File: src/rtl/fbca_ram.sv
module fbca_ram #(
    parameter int WIDTH = 8,
    parameter int DEPTH = 16
) (
    input  logic                     aclk,
    input  logic                     we,
    input  logic [$clog2(DEPTH)-1:0] waddr,
    input  logic [WIDTH-1:0]         wdata,
    input  logic [$clog2(DEPTH)-1:0] raddr,
    output logic [WIDTH-1:0]         rdata
);

    logic [WIDTH-1:0] mem [DEPTH];
    logic [WIDTH-1:0] rdata_reg;

    always_ff @(posedge aclk) begin
        if (we) begin
            mem[waddr] <= wdata;
        end
        rdata_reg <= mem[raddr];
    end

    assign rdata = rdata_reg;

endmodule

File: config.mk
export PLATFORM = sky130hd
export DESIGN_NAME = fbca_ram
export DESIGN_NICKNAME = d
export VERILOG_FILES = /design/src/rtl/fbca_ram.sv
export SDC_FILE = /design/constraint.sdc
export NUM_CORES = 1
export LEC_CHECK = 0
export BUFFER_PORTS_ARGS = -buffer_cell sky130_fd_sc_hd__buf_2
export CORE_MARGIN = 5
export CORE_UTILIZATION = 50
export DETAILED_ROUTE_END_ITERATION = 16
export GPL_TIMING_DRIVEN = 0
export HOLD_SLACK_MARGIN = 0.15
export PLACE_DENSITY = 0.75
export SYNTH_ARGS = -nofsm -noshare
export SYNTH_HDL_FRONTEND = slang
export SYNTH_SLANG_ARGS = --single-unit
export TNS_END_PERCENT = 5
File: constraint.sdc
create_clock -name aclk -period 2.61 [get_ports aclk]
set_input_delay 0.261 -clock aclk [delete_from_list [all_inputs] [get_ports aclk]]
set_output_delay 0.261 -clock aclk [all_outputs]
set_load 0.01 [all_outputs]
==> results by group <==
Status
  – Status: finished, final reports clean

GRT
  – GRT overflow: 0
  – First-pass GRT wire length: 15100 µm
  – Initial antenna violation count: 0
  – Vias in the first global route: approximately 2600
  – Gr usage total: 0.172
  – Largest net degree at the start of global routing: 17

Worst setup path
  – Worst setup path class: in -> reg
  – Worst setup EP type: flop
  – Critical path startpoint category: input port
  – Slowest-stage cell, CP: nor3_1
  – Crit-path max cell delay: about 950 ps
  – Critical path's top delay family: simple AND/OR/NAND/NOR gates
  – Crit-path max FO: 8
  – Data required, critical path: 2750 ps
  – CP Data Arrival Time: 1860 ps
  – WP buf/inv: 1
  – CP Cell Sequence: buf_2 > or3b_2 > nor3_1

Synthesis
  – Syn_nets: approximately 250
  – Post-synth top area share: 0.747
  – YS warnings: 0
  – Sequential share of the synthesized area: 0.778
  – Post-Syn Instances: around 230
  – Post-synth EDFFs: 128
  – Top cell type by total area after synthesis: edfxtp_1
  – Commonest cells in the netlist: 128 x edfxtp_1, 18 x mux4_2, 16 x a22oi_1
  – Synthesized area: between 0.005 and 0.006 mm²
  – FF+latch count, synth: approximately 140
  – Yosys cell types: 19
  – Avg Inst Size Synth: 22.5 µm²
  – FFs w/ async S/R, synth: 0
  – Top cells by area, synth: edfxtp_1 75%, mux4_2 7.9%, mux4_1 7.1%
  – Top-count cell post-synth: edfxtp_1
  – Synth Flop Type: edfxtp_1

Clocking
  – Post-CTS setup buffers: 0
  – CTS Buffer Depth: 2
  – Total CTS buffers: 17
  – CTS tree: built
  – # resized after CTS: 0
  – CTS root buf: clkbuf_8
  – Hold-fix buffer count after cts: 8
  – CTS H-tree lvls: 4
  – Worst-path clk slew: roughly 60 ps
  – Worst-Skew Late Latency: roughly 530 ps
  – Clk sink count: 136

Job
  – Max-capacitance violation count: 0

STA
  – Min Tclk post-route: 1720 ps
  – Worst-margin pin slew: 1340 ps
  – RSZ-0062 raised after global routing: no
  – Max Clock Skew: roughly 6 ps
  – Pins Over Slew Limit: 0
  – Setup TNS: 0 ps
  – Relative slew slack: 0.0969
  – Tcrit/Tclk final: 0.659
  – Fmax: around 580 MHz
  – Final hold viol count: 0
  – Setup Viol. Count Final: 0

Power
  – Leakage power: 2.08 nW
  – Clock network power share: 0.487
  – Fraction of power spent switching nets: 0.201
  – Peak VDD IR: around 0.00058 V
  – Sequential share of power: 0.466
  – Switch Pwr: roughly 1.1 mW
  – Power Internal: between 4 and 5 mW
  – Comb pwr share: 0.047
  – PwrDens: 854 mW/mm²

Min path
  – Worst hold path type: in -> reg

Cells and area
  – Max reg flops: between 100 and 150
  – Non-Filler Instances: about 430
  – NumNets Final: around 300
  – Ant. Diodes: 0
  – Register area: approximately 0.004 mm²
  – Multi-input gate area: approximately 0.0011 mm²
  – # fillers: between 700 and 800
  – Layout cells sized above 1: 0.287
  – Synthesis-to-layout area growth: 19.7%

Die
  – Placeable Area: 0.0102 mm²
  – Io pins: 26
  – Row Count: 37
  – Die width: roughly 110 µm
  – Die Y-Extent: approximately 110 µm
  – Die Area: around 0.012 mm²
  – Initial Util: 0.505

Detailed routing
  – Drt total wl: between 10000 and 15000 µm
  – DRC errors left: 0
  – Antenna viol nets, final: 0
  – WL per Instance: 23.6 µm
  – 1st-pass router iterations: 5
  – Via count: around 2500
  – DRT iter0 DRCs: about 190
  – Vias/cell: around 5.8

Place
  – Cells after DPL: between 300 and 400
  – Routability congestion estimate: 0.737
  – Port buffer count: 24
  – DP Wirelength: 6040 µm
[final timing paths]
kind                                 start         to  slack (ps)  depth (start not counted)
worst max-delay path              waddr[2]  mem[0][0]         890                          3
worst min-delay path              raddr[1]   rdata[0]         270                          4
worst max register to register   mem[3][7]   rdata[7]        1180                          3
worst min register to register  mem[10][2]   rdata[2]         690                          3
[metrics by stage]
stage / hold WS [ps] / cell area, µm² / util / total power, mW / worst slack [ps]
after floorplan: 360 / 5150 / - / 2.63 / 856
after global placement: 644 / 5440 / 0.534 / 2.72 / 354
after detailed placement: 657 / 5440 / 0.534 / 2.73 / 369
after CTS: 276 / 6160 / 0.605 / 5.29 / 896
after global routing: 282 / 6160 / 0.605 / 5.41 / 810
final: 271 / 6160 / 0.605 / 5.26 / 891
[tightest hold or removal path: stages]
cell	delay, ps
buf_2	150
mux4_1	160
a22oi_1	110
nand2_1	80
[metal layers]
| layer | GRT usage | routed length [µm] |
|---|---|---|
| met5 | 0 | 0 |
| met4 | 0.0868 | 355 |
| met2 | 0.283 | 5130 |
| met3 | 0.0527 | 676 |
| met1 | 0.207 | 3980 |
[kinds of logic after synthesis]
logic type	count (synthesis)	share of synthesized area
and+or+nand+nor	35	0.0318
AOI/OAI and AO/OA	16	0.0233
buffers and inverters	10	0.0168
DFF	136	0.778
muxes	32	0.150
[power by group through the flow]
stage / sequential, mW / combinational (mW) / clock [mW]
after detailed placement: 2.50 / 0.236 / 0
after global placement: 2.49 / 0.229 / 0
after floorplan: 2.50 / 0.124 / 0
after CTS: 2.45 / 0.248 / 2.59
after global routing: 2.46 / 0.261 / 2.69
final: 2.45 / 0.246 / 2.56
[area by class of cell]
type / instances / share of cell area
flip-flops and latches: 136 / 0.650
clock buffers: 18 / 0.0678
well taps: 136 / 0.0276
clock inverters: 14 / 0.0364
plain buffers: 10 / 0.0140
multi-input cells: 83 / 0.172
repair buffers: 32 / 0.0325
[layout by cell type (no fill, tap or decap), types with 2 or more instances in the layout]
cell type	Yosys	routed
edfxtp_1	128	128
buf_2	3	27
mux4_2	18	18
a22oi_1	16	16
clkbuf_16	0	16
mux4_1	14	14
nor2_1	13	13
nand2_1	9	9
dlygate4sd3_1	0	8
dfxtp_1	8	8
clkinv_4	0	6
bufinv_16	0	5
nor3_1	4	4
buf_6	3	3
clkdlybuf4s25_2	3	3
nand3b_1	2	2
nand2b_1	2	2
Power figures use the tool's default switching activity.
