**src/rtl/fbca_pkg.sv**
```systemverilog
package fbca_pkg;

    localparam int BLOCKS           = 2048;
    localparam int FIRST_DATA_BLOCK = 9;

    localparam int IDX_W  = 11;
    localparam int OP_W   = 3;
    localparam int ST_W   = 2;
    localparam int STEP_W = $clog2(BLOCKS + 1);

    // status codes
    localparam logic [ST_W-1:0] ST_OK     = 2'd0;
    localparam logic [ST_W-1:0] ST_NOFREE = 2'd1;
    localparam logic [ST_W-1:0] ST_BAD    = 2'd2;

    // opcodes; the last two are spare
    typedef enum logic [OP_W-1:0] {
        OP_FORMAT    = 3'd0,
        OP_ALLOC     = 3'd1,
        OP_APPEND    = 3'd2,
        OP_FIND_LAST = 3'd3,
        OP_NEXT      = 3'd4,
        OP_FREE      = 3'd5,
        OP_SPARE6    = 3'd6,
        OP_SPARE7    = 3'd7
    } op_t;

    typedef struct packed {
        logic [IDX_W-1:0] result_block;
        logic [ST_W-1:0]  status;
    } res_t;

    typedef struct packed {
        logic             we;
        logic [IDX_W-1:0] waddr;
        logic [IDX_W-1:0] wdata;
        logic [IDX_W-1:0] raddr;
    } ram_req_t;

endpackage

```
**src/rtl/fbca_ctrl.sv**
```systemverilog
module fbca_ctrl (
    input  logic                        aclk,
    input  logic                        aresetn,
    input  logic                        in_valid,
    output logic                        in_ready,
    input  logic [fbca_pkg::OP_W-1:0]   in_opcode,
    input  logic [fbca_pkg::IDX_W-1:0]  in_block,
    output logic                        res_valid,
    output fbca_pkg::res_t              res,
    input  logic                        res_ready,
    output fbca_pkg::ram_req_t          ram_req,
    input  logic [fbca_pkg::IDX_W-1:0]  ram_rdata
);

    localparam logic [2:0] S_IDLE   = 3'd0;
    localparam logic [2:0] S_DECODE = 3'd1;
    localparam logic [2:0] S_POP    = 3'd2;
    localparam logic [2:0] S_APPWR  = 3'd3;
    localparam logic [2:0] S_NEXT   = 3'd4;
    localparam logic [2:0] S_WALK   = 3'd5;
    localparam logic [2:0] S_FMT    = 3'd6;
    localparam logic [2:0] S_DONE   = 3'd7;

    localparam logic [fbca_pkg::IDX_W-1:0] IDX_ZERO  = '0;
    localparam logic [fbca_pkg::IDX_W-1:0] IDX_FIRST =
        fbca_pkg::IDX_W'(fbca_pkg::FIRST_DATA_BLOCK);
    localparam logic [fbca_pkg::IDX_W-1:0] IDX_LAST  =
        fbca_pkg::IDX_W'(fbca_pkg::BLOCKS - 1);
    localparam logic [fbca_pkg::STEP_W-1:0] STEP_MAX =
        fbca_pkg::STEP_W'(fbca_pkg::BLOCKS);

    function automatic logic is_data(input logic [fbca_pkg::IDX_W-1:0] b);
        return ({1'b0, b} >= {1'b0, IDX_FIRST}) &&
               ({1'b0, b} < (fbca_pkg::IDX_W + 1)'(fbca_pkg::BLOCKS));
    endfunction

    logic [2:0]                     state_reg, state_next;
    logic [fbca_pkg::OP_W-1:0]      op_reg, op_next;
    logic [fbca_pkg::IDX_W-1:0]     blk_reg, blk_next;
    logic [fbca_pkg::IDX_W-1:0]     cur_reg, cur_next;
    logic [fbca_pkg::STEP_W-1:0]    step_reg, step_next;
    logic [fbca_pkg::IDX_W-1:0]     free_head_reg, free_head_next;
    fbca_pkg::res_t                 hold_reg, hold_next;

    logic                           fin;
    fbca_pkg::res_t                 fin_res;

    always_comb begin
        state_next     = state_reg;
        op_next        = op_reg;
        blk_next       = blk_reg;
        cur_next       = cur_reg;
        step_next      = step_reg;
        free_head_next = free_head_reg;
        hold_next      = hold_reg;
        fin            = 1'b0;
        fin_res        = '{result_block: IDX_ZERO, status: fbca_pkg::ST_OK};
        ram_req.we     = 1'b0;
        ram_req.waddr  = cur_reg;
        ram_req.wdata  = IDX_ZERO;

        unique case (state_reg)
            S_IDLE: begin
                if (in_valid) begin
                    op_next    = in_opcode;
                    blk_next   = in_block;
                    state_next = S_DECODE;
                end
            end
            S_DECODE: begin
                unique case (op_reg) inside
                    fbca_pkg::OP_FORMAT: begin
                        cur_next   = IDX_FIRST;
                        state_next = S_FMT;
                    end
                    fbca_pkg::OP_ALLOC, fbca_pkg::OP_APPEND: begin
                        if (op_reg == fbca_pkg::OP_APPEND && !is_data(blk_reg)) begin
                            fin            = 1'b1;
                            fin_res.status = fbca_pkg::ST_BAD;
                        end else if (!is_data(free_head_reg)) begin
                            fin            = 1'b1;
                            fin_res.status = fbca_pkg::ST_NOFREE;
                        end else begin
                            cur_next   = free_head_reg;
                            state_next = S_POP;
                        end
                    end
                    fbca_pkg::OP_FIND_LAST, fbca_pkg::OP_NEXT: begin
                        if (!is_data(blk_reg)) begin
                            fin            = 1'b1;
                            fin_res.status = fbca_pkg::ST_BAD;
                        end else begin
                            cur_next   = blk_reg;
                            step_next  = fbca_pkg::STEP_W'(1);
                            state_next = (op_reg == fbca_pkg::OP_FIND_LAST) ? S_WALK : S_NEXT;
                        end
                    end
                    fbca_pkg::OP_FREE: begin
                        if (!is_data(blk_reg)) begin
                            fin            = 1'b1;
                            fin_res.status = fbca_pkg::ST_BAD;
                        end else if (!is_data(free_head_reg)) begin
                            // empty free list: chain becomes the list
                            free_head_next = blk_reg;
                            fin            = 1'b1;
                        end else begin
                            cur_next   = free_head_reg;
                            step_next  = fbca_pkg::STEP_W'(1);
                            state_next = S_WALK;
                        end
                    end
                    default: begin
                        fin = 1'b1;
                    end
                endcase
            end
            S_POP: begin
                // rdata = link of the old free head
                free_head_next = ram_rdata;
                ram_req.we     = 1'b1;
                ram_req.waddr  = cur_reg;
                ram_req.wdata  = IDX_ZERO;
                if (op_reg == fbca_pkg::OP_APPEND) begin
                    state_next = S_APPWR;
                end else begin
                    fin                  = 1'b1;
                    fin_res.result_block = cur_reg;
                end
            end
            S_APPWR: begin
                ram_req.we           = 1'b1;
                ram_req.waddr        = blk_reg;
                ram_req.wdata        = cur_reg;
                fin                  = 1'b1;
                fin_res.result_block = cur_reg;
            end
            S_NEXT: begin
                fin                  = 1'b1;
                fin_res.result_block = ram_rdata;
            end
            S_WALK: begin
                if (ram_rdata == IDX_ZERO) begin
                    fin = 1'b1;
                    if (op_reg == fbca_pkg::OP_FIND_LAST) begin
                        fin_res.result_block = cur_reg;
                    end else begin
                        // splice freed chain after the free-list tail
                        ram_req.we    = 1'b1;
                        ram_req.waddr = cur_reg;
                        ram_req.wdata = blk_reg;
                    end
                end else if (!is_data(ram_rdata) || step_reg == STEP_MAX) begin
                    fin            = 1'b1;
                    fin_res.status = fbca_pkg::ST_BAD;
                end else begin
                    cur_next  = ram_rdata;
                    step_next = step_reg + fbca_pkg::STEP_W'(1);
                end
            end
            S_FMT: begin
                ram_req.we    = 1'b1;
                ram_req.waddr = cur_reg;
                if (cur_reg == IDX_LAST) begin
                    ram_req.wdata  = IDX_ZERO;
                    free_head_next = IDX_FIRST;
                    fin            = 1'b1;
                end else begin
                    ram_req.wdata = cur_reg + fbca_pkg::IDX_W'(1);
                    cur_next      = cur_reg + fbca_pkg::IDX_W'(1);
                end
            end
            S_DONE: begin
                if (res_ready) begin
                    state_next = S_IDLE;
                end
            end
            default: begin
                state_next = S_IDLE;
            end
        endcase

        if (fin) begin
            hold_next  = fin_res;
            state_next = res_ready ? S_IDLE : S_DONE;
        end

        // read the entry the next cycle will look at
        ram_req.raddr = cur_next;
    end

    assign in_ready  = (state_reg == S_IDLE);
    assign res_valid = fin || (state_reg == S_DONE);
    assign res       = fin ? fin_res : hold_reg;

    always_ff @(posedge aclk) begin
        if (!aresetn) begin
            state_reg     <= S_IDLE;
            free_head_reg <= '0;
        end else begin
            state_reg     <= state_next;
            free_head_reg <= free_head_next;
        end
        op_reg   <= op_next;
        blk_reg  <= blk_next;
        cur_reg  <= cur_next;
        step_reg <= step_next;
        hold_reg <= hold_next;
    end

endmodule

```
**config.mk**
```make
export PLATFORM = sky130hd
export DESIGN_NAME = fbca_ctrl
export DESIGN_NICKNAME = d
export VERILOG_FILES = /design/src/rtl/fbca_pkg.sv /design/src/rtl/fbca_ctrl.sv
export SDC_FILE = /design/constraint.sdc
export NUM_CORES = 1
export LEC_CHECK = 0
export ABC_AREA = 0
export BUFFER_PORTS_ARGS = -buffer_cell sky130_fd_sc_hd__buf_2
export CAP_MARGIN = 30
export CORE_ASPECT_RATIO = 1.5
export CORE_MARGIN = 10
export CORE_UTILIZATION = 60
export DETAILED_ROUTE_END_ITERATION = 7
export HOLD_SLACK_MARGIN = 0.12
export PLACE_DENSITY = 0.86
export SYNTH_ARGS = -nofsm -noshare
export SYNTH_HDL_FRONTEND = slang
export SYNTH_SLANG_ARGS = --single-unit
```
**constraint.sdc**
```tcl
create_clock -name aclk -period 7.6 [get_ports aclk]
set_input_delay 1.52 -clock aclk [delete_from_list [all_inputs] [get_ports aclk]]
set_output_delay 1.52 -clock aclk [all_outputs]
set_load 0.05 [all_outputs]
```
==> results of run 1 <==
placed cells by master, fill, tap and decap left out, types with 5 or more instances in the layout:
master and instances:
a22oi_1 18, nor2b_1 5, buf_2 77, dfxtp_1 38, a211oi_1 13, nand3_1 18
nand2b_1 8, nand2_1 51, xor2_1 7, a21oi_1 38, nor3_1 11, o21ai_0 39
inv_1 10, nor2_1 46, edfxtp_1 26, nor3b_1 10, and3_1 6, a222oi_1 7
a221oi_1 10, buf_4 5, a22o_1 14, clkbuf_8 10, ha_1 5
report_power, final:
part / switching (mW) / leakage, nW / internal, mW
clock: 0.131 / 0.100 / 0.159
combinational: 0.871 / 1.13 / 0.321
sequential: 0.171 / 0.555 / 0.476
per-stage QoR:
| step | cell area (um^2) | std cells | total power, mW | util | setup slack [ps] |
|---|---|---|---|---|---|
| finish | 4660 | 628 | 2.13 | 0.709 | 2240 |
| global route | 4660 | 628 | 2.23 | 0.709 | 2130 |
| CTS | 4660 | 628 | 2.11 | 0.709 | 2290 |
| detailed placement | 4470 | 612 | 1.82 | 0.680 | 2300 |
| global placement | 4470 | 611 | 1.80 | 0.679 | 2360 |
| floorplan | 4090 | 485 | 1.51 | - | 2200 |
routing by layer:
metal	global-route usage	up-vias	routed length, um
met5	0	-	0
met4	0.143	0	556
met3	0.0484	53	1180
met2	0.423	315	6850
met1	0.308	2005	5320
li1	-	1990	-
logic make-up after synthesis:
family                     Yosys count  share of synthesized area
buffers and inverters               42                     0.0419
xor gates and xnor gates            11                     0.0236
and+or+nand+nor                    185                      0.234
AOI/OAI and AO/OA                  175                      0.301
adders and majority gates            5                     0.0153
muxes                                3                    0.00735
DFF                                 64                      0.377
worst min-delay path, stage by stage (launching register included):
cell and delay [ps]:
dfxtp_1 310, nand2_1 50, o41ai_1 60
area by class of cell:
cell class	count	area share
repair buffers	82	0.0907
clock buffers	12	0.0311
inverters	11	0.00885
multi-input cells	379	0.509
flip-flops and latches	64	0.330
well taps	76	0.0204
clock inverters	4	0.00966
final timing paths:
kind	start	to	slack, ps	cells past startpoint
hold reg to reg	hold_reg[0]	hold_reg[0]	450	2
setup reg to reg	state_reg[2]	state_reg[1]	4290	6
hold / removal	hold_reg[0]	hold_reg[0]	450	2
setup / recovery	ram_rdata[6]	ram_req[10]	2240	9
==> metrics.sh, run 1 <==
DP_HPWL_UM=10400
HOLD_VIOLATIONS=0
TIMING.SLEW.HEADROOM=0.279
MAX-CAP-VIOLATIONS=0
POST_CTS_HOLD_BUFFER_COUNT=0
DR.PASS1.ITERS=7
CLK_PATH_BUF_DEPTH=2
PERIOD_SHARE=0.705
LEAKAGE_COMPONENT_OF_THE_POWER_nW=1.79
GRT_ANTENNA_BEFORE_REPAIR=0
CLKSINKCOUNT=64
FP.DIEW_UM=87.4
GLOBAL_ROUTE.USAGE.TOTAL=0.259
FP-ROW-COUNT=36
GR-TOTAL-OVERFLOW=0
CORE_AREA_UM2=6580
LARGEST_NET_DEGREE_AT_THE_START_OF_GLOBAL_ROUTING=28
DRC=0
POST_DETAILED_ROUTING_WIRE_LENGTH_UM=13900
CTS_REPAIR_RESIZE_COUNT=0
CP_ENDPOINT_KIND='primary output'
YOSYS-TOP-CELLS-AREA='edfxtp_1 (19%), dfxtp_1 (19%), o21ai_0 (4.8%)'
HOLD_WORST_SLACK_PS=453
SLEW_AT_THE_PIN_CLOSEST_TO_ITS_MAX_SLEW_LIMIT_PS=1080
SKEW_PS=15.3
POSTSYNTH.ASYNCRESETSHARE=0
CRITPATHKIND='in2out'
MAXIMUM_VDD_DROP_uV=300
SYNTH.FF_LATCH_COUNT=64
CRITICAL_PATH.TOP_DELAY_FAMILY='simple AND/OR/NAND/NOR gates'
CTS_SETUP_BUFFERS=0
CTS_TREE='done'
RSZ0062_AT_GRT='no'
SYNTH.YOSYS.WARNINGS=0
CTS_BUFFERS=9
FINAL-SEQ-AREA_UM2=1540
SYNTH_LARGEST_TYPE_AREA_FRACTION=0.191
INITIAL_UTILIZATION=0.621
CTS-ROOT-BUF='clkbuf_8'
NUMBER_OF_ENABLE_TYPE_REGISTER_CELLS_IN_THE_SYNTHESIZED_NETLIST=26
POWER-PER-CELL-AREA_nW_PER_UM2=456
WORSTSETUPSTARTPOINTTYPE='input port'
WORST_EP_ARRIVAL_TIME_PS=3840
WORST-ENDPOINT-REQUIRED_PS=6080
POST-ROUTE-MIN-PERIOD_PS=5360
DIE-AREA_UM2=10600
FIN_TNS_SETUP_PS=0
CHIPHEIGHT_UM=121
SLEW_VIOL_FINAL=0
ROUTED_VIA_DENSITY=6.95
NETLIST_AREA_BEFORE_PLACEMENT_UM2=4090
CTS.HTREE.LEVELS=3
DRT-INITIAL-DRC-COUNT=584
DR_TOTAL_VIAS=4363
NFILLCELLS=548
POST_LAYOUT_NET_COUNT=581
CP.BUFFERS_INVERTERS=2
MOST_INSTANTIATED_FLIP_FLOP_CELL_IN_THE_SYNTHESIS_NETLIST='dfxtp_1'
SYNTHESIS.INSTANCES=485
STATUS='complete, no violations'
CRIT_CHAIN='buf_2 -> nor4_1 -> nand3_1 -> and3_1 -> a211oi_1 -> o311ai_0 -> nand2b_1 -> a22o_1 -> buf_2'
HOLDCRITPATHCLASS='reg2reg'
CLK_PIN_SLEW_PS=60
SYNTH_LARGEST_AREA_CELL='edfxtp_1'
GRT_PASS1_VIAS=4265
SYNTH_TOP_CELLS_BY_COUNT='nand2_1 (51), nor2_1 (46), o21ai_0 (39)'
ANTENNA-DIODE-COUNT=0
GRT_PASS1_WL_UM=21900
TOP_LEVEL_PORTS=78
FINALSETUPVIOLATIONS=0
CP_MAX_FO=9
AREAGROWTHSYNTHTOFINISH_PCT=14.1
MULTI_INPUT_COMB_AREA_UM2=2370
SYNTH.NET_COUNT=519
ANT_NETS=0
PLACE_CONGESTION=1.02
NETLIST-CELL-TYPE-COUNT=65
WL_PER_CELL_UM=22.2
CLOCK_INSERTION_DELAY_WORST_SKEW_PS=370
SYNTHMOSTINSTANTIATEDCELL='nand2_1'
SYNTH_SEQ_AREA_SHARE=0.377
DRIVE_GT1_FRAC=0.208
CRITICAL_PATH.MOST_COMMON_CELL='buf_2'
CP_SLOWEST_STAGE_DELAY_PS=400
SLOWEST_STAGE='nor4_1'
IO_BUFFERS=77
ACHIEVABLE-FREQUENCY_GHz=0.187
SYNTH.AVG_CELL_AREA_UM2=8.43
NUMBER_OF_FLIP_FLOPS_UNDER_THE_LARGEST_REGISTER_NAME=13
(Power assumes the default switching activity.)
==> run 2: changes to the inputs <==
--- a/config.mk
+++ b/config.mk
@@ -10,10 +10,10 @@
 export CAP_MARGIN = 30
 export CORE_ASPECT_RATIO = 1.5
 export CORE_MARGIN = 10
-export CORE_UTILIZATION = 60
+export CORE_UTILIZATION = 56
 export DETAILED_ROUTE_END_ITERATION = 7
 export HOLD_SLACK_MARGIN = 0.12
-export PLACE_DENSITY = 0.86
+export PLACE_DENSITY = 0.81
 export SYNTH_ARGS = -nofsm -noshare
 export SYNTH_HDL_FRONTEND = slang
 export SYNTH_SLANG_ARGS = --single-unit
==> constraint.sdc (replaced) <==
create_clock -name aclk -period 5.4 [get_ports aclk]
set_input_delay 1.08 -clock aclk [delete_from_list [all_inputs] [get_ports aclk]]
set_output_delay 1.08 -clock aclk [all_outputs]
set_load 0.05 [all_outputs]
==> run 2 against run 1 <==
Critical path depth fell by 1. Non-clock buffer count up 3. Critical path type unchanged. Via count up 0.62%. Sequential share of layout area decreased by 0.48 points. Register-to-register slack worse by 1900 ps. Clock-buffer cell count is 1 higher. Die area rose by 5.7%. Sequential cell count stayed put. Sequential power is 39% higher.
==> metrics.sh, run 2 (synthesis gave the netlist of run 1 again) <==
CRITICAL_PATH.MOST_COMMON_CELL='buf_2'
GR-TOTAL-OVERFLOW=0
FP.DIEW_UM=89.8
CP_SLOWEST_STAGE_DELAY_PS=440
MAX-CAP-VIOLATIONS=0
CLK_PIN_SLEW_PS=70
DRIVE_GT1_FRAC=0.213
CP_MAX_FO=19
DIE-AREA_UM2=11200
CLOCK_INSERTION_DELAY_WORST_SKEW_PS=350
WORST-ENDPOINT-REQUIRED_PS=4320
GRT_ANTENNA_BEFORE_REPAIR=0
CLKSINKCOUNT=64
POST_DETAILED_ROUTING_WIRE_LENGTH_UM=14500
HOLD_VIOLATIONS=0
INITIAL_UTILIZATION=0.569
SLEW_VIOL_FINAL=0
DRT-INITIAL-DRC-COUNT=510
TOP_LEVEL_PORTS=78
DESIGN_AREA_FINAL_UM2=4730
SLEW_AT_THE_PIN_CLOSEST_TO_ITS_MAX_SLEW_LIMIT_PS=899
POSTPLACECELLAREA_UM2=4530
CRIT_CHAIN='buf_2 -> nor4_1 -> nand3_1 -> a21oi_1 -> a211oi_1 -> o311a_1 -> a221o_1 -> buf_2'
CTS.HTREE.LEVELS=3
AREAGROWTHSYNTHTOFINISH_PCT=15.8
LEAKAGE_COMPONENT_OF_THE_POWER_nW=1.81
RSZ0062_AT_GRT='no'
WL_PER_CELL_UM=22.1
CRITPATHKIND='in2out'
POST_LAYOUT_NET_COUNT=584
CP_ENDPOINT_KIND='primary output'
CLK_PATH_BUF_DEPTH=2
PERIOD_SHARE=0.832
CORE_AREA_UM2=7180
CTS_TREE='done'
FP-ROW-COUNT=38
GLOBAL_ROUTE.USAGE.TOTAL=0.244
WORST_EP_ARRIVAL_TIME_PS=3410
DR.PASS1.ITERS=6
STATUS='complete, no violations'
ANTENNA-DIODE-COUNT=0
DP_HPWL_UM=10900
NFILLCELLS=626
POST_CTS_HOLD_BUFFER_COUNT=0
HOLDCRITPATHCLASS='reg2reg'
ROUTED_VIA_DENSITY=6.70
DR_TOTAL_VIAS=4390
WORSTSETUPSTARTPOINTTYPE='input port'
TIMING.SLEW.HEADROOM=0.399
PLACE_WS_PS=936
MULTI_INPUT_COMB_AREA_UM2=2370
CTS_REPAIR_RESIZE_COUNT=0
CTS_BUFFERS=9
FINAL-SEQ-AREA_UM2=1540
POST-ROUTE-MIN-PERIOD_PS=4490
FINALSETUPVIOLATIONS=0
GRT_PASS1_VIAS=4223
PLACE_CONGESTION=1.01
GRT_PASS1_WL_UM=22100
MAXIMUM_VDD_DROP_uV=424
POWER-PER-CELL-AREA_nW_PER_UM2=643
FIN_TNS_SETUP_PS=0
ANT_NETS=0
SKEW_PS=8.55
LARGEST_NET_DEGREE_AT_THE_START_OF_GLOBAL_ROUTING=27
IO_BUFFERS=77
MOST_COMMON_CELL_AFTER_LAYOUT_FILL_AND_TAPS_ASIDE='buf_2'
NUMBER_OF_FLIP_FLOPS_UNDER_THE_LARGEST_REGISTER_NAME=13
CTS_SETUP_BUFFERS=0
CTS-ROOT-BUF='clkbuf_8'
SLOWEST_STAGE='nor4_1'
TOP_LIBRARY_CELLS_BY_USAGE_IN_THE_LAYOUT_FILL_AND_TAPS_ASIDE='buf_2 (77), nand2_1 (51), nor2_1 (46)'
SETUP_SLACK_PS=909
DRC=0
CHIPHEIGHT_UM=125
ACHIEVABLE-FREQUENCY_GHz=0.223
## run 2: changes by cell type in the layout (fill, tap and decap cells not counted)
| cell | delta |
|---|---|
| buf_4 | +2 |
| buf_8 | +1 |
| clkbuf_8 | +1 |
| clkinv_2 | -1 |
## run 2: layer usage
layer  vias to the layer above  GRT usage  routed length, um
met5                         -          0                  0
met4                         0      0.159                779
met3                        73     0.0609               1180
met2                       314      0.405               7060
met1                      2013      0.268               5470
li1                       1990          -                  -
## run 2: worst max-delay path: cells and delay by family
family                 cells  cell delay [ps]
buffers and inverters      2              340
AO/OA/AOI/OAI              4             1320
AND/OR/NAND/NOR            2              670
## run 2: worst paths after layout
| kind | startpoint | end | slack [ps] | cells past startpoint |
|---|---|---|---|---|
| worst min register to register | hold_reg[4] | hold_reg[4] | 460 | 2 |
| worst max register to register | blk_reg[8] | state_reg[1] | 2350 | 7 |
| worst min-delay path | hold_reg[4] | hold_reg[4] | 460 | 2 |
| worst max-delay path | ram_rdata[6] | res[1] | 910 | 8 |
## run 2: through the flow
stage          hold slack [ps]   util  instances  total power, mW
2_1_floorplan              459      -        485             2.13
3_3_place_gp               444  0.628        637             2.55
3_5_place_dp               437  0.632        639             2.59
4_1_cts                    458  0.659        655             3.01
5_1_grt                    497  0.659        655             3.17
6_report                   462  0.659        655             3.04
## run 2: final cells by class
cell class / instances / area share
multi-input combinational: 379 / 0.501
sequential: 64 / 0.326
timing repair buffer: 85 / 0.0957
clock buffer: 13 / 0.0336
tap: 100 / 0.0264
inverter: 11 / 0.00872
clock inverter: 3 / 0.00846
## run 2: power breakdown
part           total, mW  internal, mW  switching, mW
combinational       1.72         0.460           1.26
clock              0.422         0.237          0.185
sequential         0.902         0.670          0.232
==> run 3: changes to the inputs <==
--- a/config.mk
+++ b/config.mk
@@ -10,10 +10,10 @@
 export CAP_MARGIN = 30
 export CORE_ASPECT_RATIO = 1.5
 export CORE_MARGIN = 10
-export CORE_UTILIZATION = 56
+export CORE_UTILIZATION = 51
 export DETAILED_ROUTE_END_ITERATION = 7
 export HOLD_SLACK_MARGIN = 0.12
-export PLACE_DENSITY = 0.81
+export PLACE_DENSITY = 0.77
 export SYNTH_ARGS = -nofsm -noshare
 export SYNTH_HDL_FRONTEND = slang
 export SYNTH_SLANG_ARGS = --single-unit
==> constraint.sdc (replaced) <==
create_clock -name aclk -period 3.8 [get_ports aclk]
set_input_delay 0.76 -clock aclk [delete_from_list [all_inputs] [get_ports aclk]]
set_output_delay 0.76 -clock aclk [all_outputs]
set_load 0.05 [all_outputs]
==> run 3 against run 2 <==
Routed wire length is 4.0% higher. Non-clock buffer count up 31. Largest cell class unchanged. Sequential power up 35%. Critical endpoint unchanged. Clock-buffer cell count shrank 2.
==> metrics.sh, run 3 (synthesis gave the netlist of run 1 again) <==
STATUS='complete, no violations'
POST_DETAILED_ROUTING_WIRE_LENGTH_UM=15100
SETUP_SLACK_PS=77.7
ROUTED_VIA_DENSITY=6.58
DP_HPWL_UM=11600
PERIOD_SHARE=0.980
MOST_COMMON_CELL_AFTER_LAYOUT_FILL_AND_TAPS_ASIDE='buf_2'
CTS_TREE='done'
DIE-AREA_UM2=12100
LARGEST_NET_DEGREE_AT_THE_START_OF_GLOBAL_ROUTING=26
CTS.HTREE.LEVELS=3
ANT_NETS=0
POST-ROUTE-MIN-PERIOD_PS=3720
RRSETUPSLACK_PS=1220
CP_SLOWEST_STAGE_DELAY_PS=480
NFILLCELLS=701
GR-TOTAL-OVERFLOW=0
CORE_AREA_UM2=7710
FINALCOREUTILIZATION=0.661
REG2REG_DEPTH=7
ANTENNA-DIODE-COUNT=0
FP-ROW-COUNT=39
CP_ENDPOINT_KIND='primary output'
DRC=0
TOP_LEVEL_PORTS=78
SKEW_PS=5.97
SLEW_VIOL_FINAL=0
CTS_BUFFERS=9
NUMBER_OF_FLIP_FLOPS_UNDER_THE_LARGEST_REGISTER_NAME=13
GLOBAL_ROUTE.USAGE.TOTAL=0.247
CP.DEPTH=7
MAXIMUM_VDD_DROP_uV=487
CRITPATHKIND='reg2out'
DR_TOTAL_VIAS=4527
WORSTSETUPSTARTPOINTTYPE='flip-flop'
CRIT_CHAIN='o31ai_1 -> nand3_2 -> nor3_2 -> a211oi_4 -> o311a_2 -> a221o_1 -> buf_2'
HOLD_VIOLATIONS=0
POWER-PER-CELL-AREA_nW_PER_UM2=923
GRT_ANTENNA_BEFORE_REPAIR=0
PLACE_CONGESTION=1.01
DRIVE_GT1_FRAC=0.265
WORST_R2R_STARTPOINT='free_head_reg[1]'
POST_LAYOUT_NET_COUNT=615
WORST_HOLD_PATH.NUM_CELLS=2
ACHIEVABLE-FREQUENCY_GHz=0.269
REPORT.POWER.TOTAL_mW=4.70
TIMING.SLEW.HEADROOM=0.533
SLEW_AT_THE_PIN_CLOSEST_TO_ITS_MAX_SLEW_LIMIT_PS=698
PLACE_WS_PS=65.6
POST_CTS_HOLD_BUFFER_COUNT=0
MAX-CAP-VIOLATIONS=0
CTS-ROOT-BUF='clkbuf_16'
WORSTREG2REGEND='state_reg[1]'
CLK_PATH_BUF_DEPTH=2
CHIPHEIGHT_UM=130
WORST_EP_ARRIVAL_TIME_PS=2960
TOP_LIBRARY_CELLS_BY_USAGE_IN_THE_LAYOUT_FILL_AND_TAPS_ASIDE='buf_2 (77), nand2_1 (51), nor2_1 (45)'
FP.DIEW_UM=93.1
HOLD_PATH.STARTPOINT='hold_reg[0]'
GRT_PASS1_WL_UM=23700
LEAKAGE_COMPONENT_OF_THE_POWER_nW=2.01
AREAGROWTHSYNTHTOFINISH_PCT=24.7
WL_PER_CELL_UM=21.9
CRITICAL_PATH.TOP_DELAY_FAMILY='compound AO/OA/AOI/OAI gates'
CLKSINKCOUNT=64
DRT-INITIAL-DRC-COUNT=662
IO_BUFFERS=77
HOLDCRITPATHCLASS='reg2reg'
CP_MAX_FO=11
FINALSETUPVIOLATIONS=0
DR.PASS1.ITERS=8
CRIT_PATH_END='res[1]'
INITIAL_UTILIZATION=0.530
CRIT_START='free_head_reg[1]'
CLOCK_INSERTION_DELAY_WORST_SKEW_PS=340
CP.BUFFERS_INVERTERS=1
WORST-ENDPOINT-REQUIRED_PS=3040
HOLD_WORST_SLACK_PS=446
CLK_PIN_SLEW_PS=50
GRT_PASS1_VIAS=4520
SLOWEST_STAGE='o311a_2'
==> run 3: worst register-to-register path, cell delays in order, from the launching register on <==
cell and delay (ps):
dfxtp_1 340, o31ai_1 380, nand3_2 270, nor3_2 450, a211oi_4 120, o311a_2 490
o21a_1 210, o221a_1 230
==> run 3: repair_timing <==
item                                    CTS  global route
resized for setup                         1             7
buffers inserted                          0             2
endpoints found under the setup margin    9            21
pin swaps                                 0             2
==> run 3: per-stage QoR <==
stage	instance area [um^2]	cells	setup TNS [ps]
3_5_place_dp	4750	670	0
3_3_place_gp	4750	670	0
6_report	5100	688	0
5_1_grt	5100	688	-151
4_1_cts	5050	686	0
2_1_floorplan	4090	485	0
==> run 3: layout make-up <==
| type | instances | area (um^2) | share of cell area |
|---|---|---|---|
| clock inverters | 5 | 53.8 | 0.0106 |
| flip-flops and latches | 64 | 1540 | 0.302 |
| inverters | 11 | 41.3 | 0.00810 |
| multi-input cells | 379 | 2400 | 0.471 |
| well taps | 102 | 128 | 0.0250 |
| repair buffers | 116 | 678 | 0.133 |
| clock buffers | 11 | 253 | 0.0496 |
==> run 3: metal layers <==
| metal | wire, um | part of all wire | vias to the layer above | GRT usage |
|---|---|---|---|---|
| met3 | 1330 | 0.088 | 58 | 0.0613 |
| met5 | 0 | 0 | - | 0 |
| met2 | 7500 | 0.50 | 288 | 0.422 |
| li1 | - | - | 2052 | - |
| met1 | 5540 | 0.37 | 2129 | 0.271 |
| met4 | 707 | 0.047 | 0 | 0.146 |
==> run 3: power by group <==
group / leakage, nW / switching [mW] / internal (mW)
Sequential: 0.555 / 0.264 / 0.953
Combinational: 1.30 / 1.89 / 0.757
Clock: 0.152 / 0.301 / 0.541
Total: 2.01 / 2.45 / 2.25
==> run 3: how the worst min path moves through the flow <==
stage	to	slack [ps]
after floorplan	free_head_reg[3]	460
after global placement	hold_reg[0]	430
after detailed placement	hold_reg[0]	440
after CTS	hold_reg[0]	450
after global routing	hold_reg[7]	480
final	hold_reg[0]	450
